===== src/fesc_pkg.sv =====
`default_nettype none

package fesc_pkg;

  // Default depth of the command queue between front and back
  localparam int unsigned CmdDepthDef = 4;

  // Framing bytes
  localparam logic [7:0] NetSync  = 8'hFF;
  localparam logic [7:0] NetZero  = 8'h00;
  localparam logic [7:0] SerStart = 8'hA5;
  localparam logic [7:0] SerEnd   = 8'hAE;
  localparam logic [7:0] SerEsc   = 8'hAA;
  localparam logic [7:0] EscOfEsc = 8'h0A;
  localparam logic [7:0] EscOfSta = 8'h05;
  localparam logic [7:0] EscOfEnd = 8'h0E;

  // Link modes
  localparam logic ModeNet    = 1'b0;
  localparam logic ModeSerial = 1'b1;

  typedef struct packed {
    logic [7:0]  data_byte;
    logic        first_byte;
    logic        last_byte;
    logic [15:0] payload_count;
  } fesc_in_t;

  typedef struct packed {
    logic [7:0] out_byte;
    logic       frame_end;
  } fesc_out_t;

  // One classified input item, as handed from front to back
  typedef struct packed {
    logic        serial;
    logic        first;
    logic        last;
    logic [7:0]  data;
    logic [15:0] frame_len;
    logic [15:0] csum;
  } fesc_cmd_t;

  function automatic logic needs_esc(input logic [7:0] b);
    needs_esc = (b == SerEsc) || (b == SerStart) || (b == SerEnd);
  endfunction

  function automatic logic [7:0] esc_code(input logic [7:0] b);
    if (b == SerEsc) begin
      esc_code = EscOfEsc;
    end else if (b == SerStart) begin
      esc_code = EscOfSta;
    end else begin
      esc_code = EscOfEnd;
    end
  endfunction

endpackage

`default_nettype wire


===== src/fesc_cmd_queue.sv =====
`default_nettype none

module fesc_cmd_queue import fesc_pkg::*; #(
  parameter int unsigned Depth = CmdDepthDef
) (
  input  wire logic      clk_i,
  input  wire logic      rst_ni,
  input  wire logic      push_i,
  input  wire fesc_cmd_t cmd_i,
  output logic           full_o,
  input  wire logic      pop_i,
  output logic           valid_o,
  output fesc_cmd_t      cmd_o
);

  localparam int unsigned AW = (Depth > 1) ? $clog2(Depth) : 1;
  localparam int unsigned CW = $clog2(Depth + 1);

  fesc_cmd_t         slot_q [Depth];
  logic [AW-1:0]     wr_ptr_q, wr_ptr_d;
  logic [AW-1:0]     rd_ptr_q, rd_ptr_d;
  logic [CW-1:0]     count_q, count_d;
  logic              do_push, do_pop;

  assign full_o  = (count_q == CW'(Depth));
  assign valid_o = (count_q != '0);
  assign cmd_o   = slot_q[rd_ptr_q];

  assign do_push = push_i && !full_o;
  assign do_pop  = pop_i && valid_o;

  // Advance pointers with wrap, track fill level
  always_comb begin
    wr_ptr_d = wr_ptr_q;
    rd_ptr_d = rd_ptr_q;
    if (do_push) begin
      wr_ptr_d = (wr_ptr_q == AW'(Depth - 1)) ? '0 : wr_ptr_q + 1'b1;
    end
    if (do_pop) begin
      rd_ptr_d = (rd_ptr_q == AW'(Depth - 1)) ? '0 : rd_ptr_q + 1'b1;
    end
    unique case ({do_push, do_pop})
      2'b10:   count_d = count_q + 1'b1;
      2'b01:   count_d = count_q - 1'b1;
      default: count_d = count_q;
    endcase
  end

  always_ff @(posedge clk_i or negedge rst_ni) begin
    if (!rst_ni) begin
      wr_ptr_q <= '0;
      rd_ptr_q <= '0;
      count_q  <= '0;
    end else begin
      wr_ptr_q <= wr_ptr_d;
      rd_ptr_q <= rd_ptr_d;
      count_q  <= count_d;
    end
  end

  // Store the request payload
  always_ff @(posedge clk_i) begin
    if (do_push) begin
      slot_q[wr_ptr_q] <= cmd_i;
    end
  end

endmodule

`default_nettype wire


===== src/fesc_front.sv =====
`default_nettype none

module fesc_front import fesc_pkg::*; (
  input  wire logic     clk_i,
  input  wire logic     rst_ni,
  input  wire logic     push_i,
  input  wire fesc_in_t item_i,
  input  wire logic     q_full_i,
  input  wire logic     cfg_valid_i,
  input  wire logic     cfg_data_i,
  output logic          cmd_push_o,
  output fesc_cmd_t     cmd_o
);

  logic        mode_q;
  logic [15:0] sum_q, sum_d;
  logic [15:0] sum_base, sum_add;
  logic        accept;

  assign accept = push_i && !q_full_i;

  // Running sum: clear on a first byte, add, clear again after a last byte
  always_comb begin
    sum_base = item_i.first_byte ? 16'd0 : sum_q;
    sum_add  = sum_base + {8'd0, item_i.data_byte};
    sum_d    = sum_q;
    if (accept) begin
      sum_d = item_i.last_byte ? 16'd0 : sum_add;
    end
  end

  // Classify the request for the back part
  always_comb begin
    cmd_o.serial    = (mode_q == ModeSerial);
    cmd_o.first     = item_i.first_byte;
    cmd_o.last      = item_i.last_byte;
    cmd_o.data      = item_i.data_byte;
    cmd_o.frame_len = item_i.payload_count + 16'd2;
    cmd_o.csum      = sum_add;
  end

  assign cmd_push_o = accept;

  always_ff @(posedge clk_i or negedge rst_ni) begin
    if (!rst_ni) begin
      mode_q <= ModeNet;
      sum_q  <= '0;
    end else begin
      if (cfg_valid_i) begin
        mode_q <= cfg_data_i;
      end
      sum_q <= sum_d;
    end
  end

endmodule

`default_nettype wire


===== src/fesc_back.sv =====
`default_nettype none

module fesc_back import fesc_pkg::*; (
  input  wire logic      clk_i,
  input  wire logic      rst_ni,
  input  wire logic      cmd_valid_i,
  input  wire fesc_cmd_t cmd_i,
  output logic           cmd_pop_o,
  output logic           empty_o,
  input  wire logic      pop_i,
  output fesc_out_t      res_o
);

  typedef enum logic [2:0] {
    PhStart,
    PhHdr,
    PhPay,
    PhCsLo,
    PhCsHi,
    PhEnd
  } phase_e;

  localparam logic [2:0] HdrLastIdx = 3'd7;
  localparam logic [2:0] HdrLenLo   = 3'd4;
  localparam logic [2:0] HdrLenHi   = 3'd5;

  phase_e      phase_q, cur_ph, nxt_ph, after_ph;
  logic [2:0]  idx_q, idx_d;
  logic        esc_q, esc_d;
  logic        rvalid_q;
  fesc_out_t   res_q;
  logic [7:0]  byte_d, raw;
  logic        end_d, end_after, stuff;
  logic        can_load, step, done;

  assign can_load = !rvalid_q || pop_i;
  assign step     = cmd_valid_i && can_load;

  // Pick the next output byte of the head request
  always_comb begin
    cur_ph    = (phase_q == PhStart) ? (cmd_i.first ? PhHdr : PhPay) : phase_q;
    nxt_ph    = cur_ph;
    after_ph  = PhStart;
    idx_d     = idx_q;
    esc_d     = esc_q;
    byte_d    = NetZero;
    end_d     = 1'b0;
    end_after = 1'b0;
    raw       = cmd_i.data;
    stuff     = 1'b0;

    unique case (cur_ph)
      PhHdr: begin
        if (cmd_i.serial) begin
          byte_d = SerStart;
          nxt_ph = PhPay;
        end else begin
          if (idx_q < HdrLenLo) begin
            byte_d = NetSync;
          end else if (idx_q == HdrLenLo) begin
            byte_d = cmd_i.frame_len[7:0];
          end else if (idx_q == HdrLenHi) begin
            byte_d = cmd_i.frame_len[15:8];
          end else begin
            byte_d = NetZero;
          end
          if (idx_q == HdrLastIdx) begin
            idx_d  = '0;
            nxt_ph = PhPay;
          end else begin
            idx_d  = idx_q + 1'b1;
          end
        end
      end
      PhPay: begin
        raw      = cmd_i.data;
        stuff    = 1'b1;
        after_ph = cmd_i.last ? PhCsLo : PhStart;
      end
      PhCsLo: begin
        raw      = cmd_i.csum[7:0];
        stuff    = 1'b1;
        after_ph = PhCsHi;
      end
      PhCsHi: begin
        raw       = cmd_i.csum[15:8];
        stuff     = 1'b1;
        after_ph  = cmd_i.serial ? PhEnd : PhStart;
        end_after = !cmd_i.serial;
      end
      PhEnd: begin
        byte_d = SerEnd;
        end_d  = 1'b1;
        nxt_ph = PhStart;
      end
      default: begin
        nxt_ph = PhStart;
      end
    endcase

    // Escape in two steps: escape byte first, then the code
    if (stuff) begin
      if (cmd_i.serial && needs_esc(raw) && !esc_q) begin
        byte_d = SerEsc;
        esc_d  = 1'b1;
        nxt_ph = cur_ph;
      end else begin
        byte_d = esc_q ? esc_code(raw) : raw;
        esc_d  = 1'b0;
        nxt_ph = after_ph;
        end_d  = end_after;
      end
    end

    done = (nxt_ph == PhStart);
  end

  assign cmd_pop_o = step && done;
  assign empty_o   = !rvalid_q;
  assign res_o     = res_q;

  // Hold sequencer state and the output register
  always_ff @(posedge clk_i or negedge rst_ni) begin
    if (!rst_ni) begin
      phase_q  <= PhStart;
      idx_q    <= '0;
      esc_q    <= 1'b0;
      rvalid_q <= 1'b0;
      res_q    <= '0;
    end else begin
      if (step) begin
        phase_q        <= nxt_ph;
        idx_q          <= idx_d;
        esc_q          <= esc_d;
        rvalid_q       <= 1'b1;
        res_q.out_byte  <= byte_d;
        res_q.frame_end <= end_d;
      end else if (pop_i) begin
        rvalid_q <= 1'b0;
      end
    end
  end

endmodule

`default_nettype wire


===== src/frame_encoder_stuffing_checksum_core.sv =====
// Frame encoder with additive 16-bit checksum. Payload bytes are pushed one
// per request with first/last marks; results are popped one output byte per
// request, frame_end high on the last byte of a frame. link_mode (cfg port,
// write only while idle) picks network framing (FF FF FF FF, length + 2 low
// byte first, 00 00, payload, checksum low byte first) or serial framing
// (A5, stuffed payload and checksum, AE). The back sequencer emits exactly
// one output byte per cycle while a request is queued and the output
// register is free or being popped. Network frames add 8 header bytes and
// 2 checksum bytes; serial frames add 1 start byte and 3 to 5 trailer bytes,
// and an escaped byte goes out as two. The front accepts one byte per
// cycle into a CmdDepth-entry queue until it fills.
`default_nettype none

module frame_encoder_stuffing_checksum_core import fesc_pkg::*; #(
  parameter int unsigned CmdDepth = CmdDepthDef
) (
  input  wire logic     clk_i,
  input  wire logic     rst_ni,
  input  wire logic     push,
  output logic          full,
  input  wire fesc_in_t item_i,
  output logic          empty,
  input  wire logic     pop,
  output fesc_out_t     res_o,
  input  wire logic     cfg_valid_i,
  output logic          cfg_ready_o,
  input  wire logic     cfg_data_i
);

  logic      cmd_push, cmd_pop, cmd_valid, q_full;
  fesc_cmd_t cmd_in, cmd_head;

  assign full        = q_full;
  assign cfg_ready_o = 1'b1;

  // Accept and classify
  fesc_front u_front (
    .clk_i       (clk_i),
    .rst_ni      (rst_ni),
    .push_i      (push),
    .item_i      (item_i),
    .q_full_i    (q_full),
    .cfg_valid_i (cfg_valid_i),
    .cfg_data_i  (cfg_data_i),
    .cmd_push_o  (cmd_push),
    .cmd_o       (cmd_in)
  );

  // Decouple front from back
  fesc_cmd_queue #(
    .Depth (CmdDepth)
  ) u_queue (
    .clk_i   (clk_i),
    .rst_ni  (rst_ni),
    .push_i  (cmd_push),
    .cmd_i   (cmd_in),
    .full_o  (q_full),
    .pop_i   (cmd_pop),
    .valid_o (cmd_valid),
    .cmd_o   (cmd_head)
  );

  // Emit framed bytes
  fesc_back u_back (
    .clk_i       (clk_i),
    .rst_ni      (rst_ni),
    .cmd_valid_i (cmd_valid),
    .cmd_i       (cmd_head),
    .cmd_pop_o   (cmd_pop),
    .empty_o     (empty),
    .pop_i       (pop),
    .res_o       (res_o)
  );

endmodule

`default_nettype wire


===== config.mk =====
export PLATFORM = sky130hd
export DESIGN_NAME = frame_encoder_stuffing_checksum_core
export DESIGN_NICKNAME = d
export VERILOG_FILES = /design/src/fesc_pkg.sv /design/src/fesc_cmd_queue.sv /design/src/fesc_front.sv /design/src/fesc_back.sv /design/src/frame_encoder_stuffing_checksum_core.sv
export SDC_FILE = /design/constraint.sdc
export NUM_CORES = 1
export LEC_CHECK = 0
export ABC_AREA = 1
export BUFFER_PORTS_ARGS = -buffer_cell sky130_fd_sc_hd__buf_2
export CORE_MARGIN = 2
export CORE_UTILIZATION = 45
export CTS_CLUSTER_SIZE = 28
export DETAILED_ROUTE_END_ITERATION = 8
export HOLD_SLACK_MARGIN = 0.15
export PLACE_DENSITY = 0.65
export SKIP_LAST_GASP = 1
export SLEW_MARGIN = 40
export SYNTH_ARGS = -nofsm -noshare
export SYNTH_HDL_FRONTEND = slang
export SYNTH_SLANG_ARGS = --single-unit

===== constraint.sdc =====
create_clock -name clk_i -period 3.9 [get_ports clk_i]
set_clock_uncertainty 0.15 [all_clocks]
set_input_delay 1.17 -clock clk_i [delete_from_list [all_inputs] [get_ports clk_i]]
set_output_delay 1.17 -clock clk_i [all_outputs]
set_load 0.02 [all_outputs]

==> out/metrics.cfg <==
[placed_design]
placed_cell_area_mm2 = 0.01051
place_ws_ns = 0.2537
placed_cells = 1245
gp_congestion = 0.8732
placement.io_buffers = 42
dp_hpwl_mm = 13.99

[clock_tree]
cts_tree = done
cts_root_buffer = clkbuf_16
path_clk_slew_ns = 0.06
cts_sinks = 213
clk_latency_ns = 0.51
numCtsBuffers = 24
ctsHoldBuffers = 0
clock_path_buffers = 3
h-tree-depth = 1

[yosys]
postSynthAreaPerCell_um2 = 10.52
synth_nets = 987
synth_edf_count = 172
synth_cell_types = 47
yosysSeqAreaShare_pct = 63.01
yosys_warnings = 0
synth_seq_cells = 213
ys.flop_type = edfxtp_1
async_reset_ff_share_pct = 19.25
syn_area_mm2 = 0.009826
synthCells = 934

[critical_path]
r2r_cells = 21
r2r_end = u_queue.count_q[2]$_DFFE_PN0P_
cp_data_required_time_ns = 4.13
reg2reg_slack_ns = 0.34
r2r-start = u_queue.rd_ptr_q[0]$_DFFE_PN0P_
endpoint = u_queue.count_q[2]$_DFFE_PN0P_
setup.worst_path.start = u_queue.rd_ptr_q[0]$_DFFE_PN0P_
start_kind = register
critPathKind = register to register
endpoint_kind = register
cp.arrival_ns = 3.79
critical_path_peak_fanout = 44

[pwr]
p_leak_nw = 4.565
ir_drop_v = 0.0004031
finalPower_w = 0.008970
p_per_area_mw_per_mm2 = 790.9

[drt]
routedWlPerCell_um = 16.67
ant_nets = 0
drt-initial-drc-count = 612
firstDrtPassIters = 4
totalWireLength_mm = 21.48
route.detailed.drc = 0
dr_total_vias = 6675
vias_per_cell = 5.178

[timing]
finalMaxSlewViolations = 0
worst_slew_pin_slew_ns = 0.5603
fmax_mhz = 280.8
setup_viol = 0
period_minus_slack_ns = 3.562
hold_viol = 0
slew_headroom_pct = 62.51
final.setup.worst_slack_ns = 0.3382
finalCritPeriodShare_pct = 91.33
rsz0062_at_grt = no

[layout]
nets = 1044
area_growth_pct = 15.42
final_cells = 1289
final_layout_size_suffix_gt1_share_pct = 15.06
insertedDiodeCount = 0
fin_area_mm2 = 0.01134
final_cell_mix = nand2_1 (185), edfxtp_1 (172), nor2_1 (109)
nFillCells = 1875
final_common_cell = nand2_1

[grt]
antenna_found_initial = 0
grt_pass1_vias = 6475
grt_pass1_wl_mm = 34.57
grt_max_degree = 45
grt_overflow = 0
track_usage_pct = 19.43

[die]
row_count = 54
coreArea_mm2 = 0.02162
dieArea_mm2 = 0.02303
initial_core_util_pct = 45.45
die_x_um = 151.8
die_h_um = 151.8
num_io_pins = 44

[hold_path]
hp-class = register to register

[flow_run]
max_cap_violations = 0

[status]
status = finished clean

[kinds of logic (layout without fill, tap and decap cells)]
kind of cell / count (synthesis) / count (layout) / share of synthesized area [%]
AO/OA/AOI/OAI: 151 / 151 / 8.621
buffers and inverters: 127 / 202 / 5.348
other: 1 / 1 / 0.03817
multiplexers: 1 / 1 / 0.1146
flip-flops: 213 / 213 / 63.01
XOR/XNOR: 27 / 27 / 2.407
AND/OR/NAND/NOR: 393 / 393 / 17.64
adder cells (fa/ha/maj): 21 / 21 / 2.827
[power by group]
group          switching (W)  internal [W]
Clock               0.000880       0.00142
Combinational        0.00235       0.00106
Sequential          0.000180       0.00307
Total                0.00341       0.00556
[flip-flops by register name, summed over array words and instances (netlist names)]
register,flops
u_front.mode_q,1
u_queue.count_q,3
u_back.rvalid_q,1
u_back.res_o,9
u_queue.rd_ptr_q,2
u_back.esc_q,1
u_back.idx_q,3
u_queue.slot_q,172
u_back.phase_q,3
u_queue.wr_ptr_q,2
u_front.sum_q,16
[final cells by class]
type / instances / area (µm²) / area share, %
sequential: 213 / 6192 / 54.60
multi-input combinational: 594 / 3139 / 27.68
clock buffer: 30 / 674.4 / 5.947
timing repair buffer: 67 / 479.2 / 4.226
inverter: 91 / 351.6 / 3.100
tap: 280 / 350.3 / 3.089
clock inverter: 14 / 153.9 / 1.357
[worst max-delay path, stage by stage (launching register included)]
cell     delay, ns
dfrtp_2       0.41
buf_4         0.41
nor2_1        0.10
nor2_1        0.08
o21ai_0       0.08
nand2_1       0.15
nand2_2       0.10
nand3_4       0.08
nand3_2       0.11
a21oi_4       0.21
nand2_4       0.09
nand2_4       0.09
nand2_4       0.05
a21oi_4       0.17
nand2_2       0.09
inv_1         0.06
ha_1          0.13
inv_1         0.06
fa_1          0.37
a21oi_1       0.14
o21ai_0       0.11
xor2_1        0.15
[layer usage]
metal / GRT usage [%] / part of all wire [%] / vias up
met5: 0 / 0 / -
met4: 4.213 / 1.6 / 0
met3: 3.234 / 5.4 / 27
met2: 31.15 / 46 / 164
met1: 28.05 / 47 / 3188
li1: - / - / 3296
[how the worst min path moves through the flow]
stage,start,to,slack [ns],cells past startpoint
4_1_cts,u_back.res_o[4]$_DFFE_PN0P_,u_back.res_o[4]$_DFFE_PN0P_,0.33,2
6_report,u_back.res_o[8]$_DFFE_PN0P_,u_back.res_o[8]$_DFFE_PN0P_,0.33,2
5_1_grt,u_back.res_o[7]$_DFFE_PN0P_,u_back.res_o[7]$_DFFE_PN0P_,0.37,2
3_3_place_gp,u_back.res_o[4]$_DFFE_PN0P_,u_back.res_o[4]$_DFFE_PN0P_,0.32,2
2_1_floorplan,u_queue.count_q[0]$_DFFE_PN0P_,u_queue.count_q[0]$_DFFE_PN0P_,0.32,1
3_5_place_dp,u_back.res_o[4]$_DFFE_PN0P_,u_back.res_o[4]$_DFFE_PN0P_,0.32,2
[stage by stage]
| stage | util, % | TNS (ns) | hold slack (ns) |
|---|---|---|---|
| finish | 52.45 | 0 | 0.3313 |
| global route | 52.45 | 0 | 0.3682 |
| CTS | 52.42 | 0 | 0.3346 |
| detailed placement | 48.59 | 0 | 0.3208 |
| global placement | 48.58 | 0 | 0.3151 |
| floorplan | - | -3.146 | 0.3188 |
[what timing repair did]
action,4_1_cts,5_1_grt
setup buffers,0,0
endpoints found under the setup margin,0,1
gates resized for setup,0,3
[synthesized netlist by cell type, types with 2 or more instances]
cell type,number,area share [%]
o22ai_1,25,1.6
fa_1,2,0.41
nand2_2,8,0.51
xnor2_1,5,0.45
a31oi_1,5,0.32
o21ai_1,9,0.46
buf_4,2,0.15
nor4_1,2,0.13
o21bai_1,2,0.15
a21oi_1,21,1.1
edfxtp_1,172,53
clkbuf_1,16,0.61
nor2_4,3,0.34
o21ai_0,80,4.1
nor3_1,8,0.41
xor2_1,22,2.0
clkinv_1,2,0.076
nor2_1,113,4.3
dfrtp_1,41,10
nor2_2,5,0.32
a21oi_4,2,0.33
ha_1,19,2.4
nand3_4,2,0.36
buf_2,15,0.76
nand4_1,6,0.38
inv_2,7,0.27
nand3_2,4,0.41
inv_1,80,3.1
buf_6,2,0.23
nand2_1,185,7.1
a32oi_1,2,0.18
nand3_1,49,2.5
and3_1,2,0.13
nand2_4,3,0.34
No activity file was read; power rests on OpenSTA's default activity.
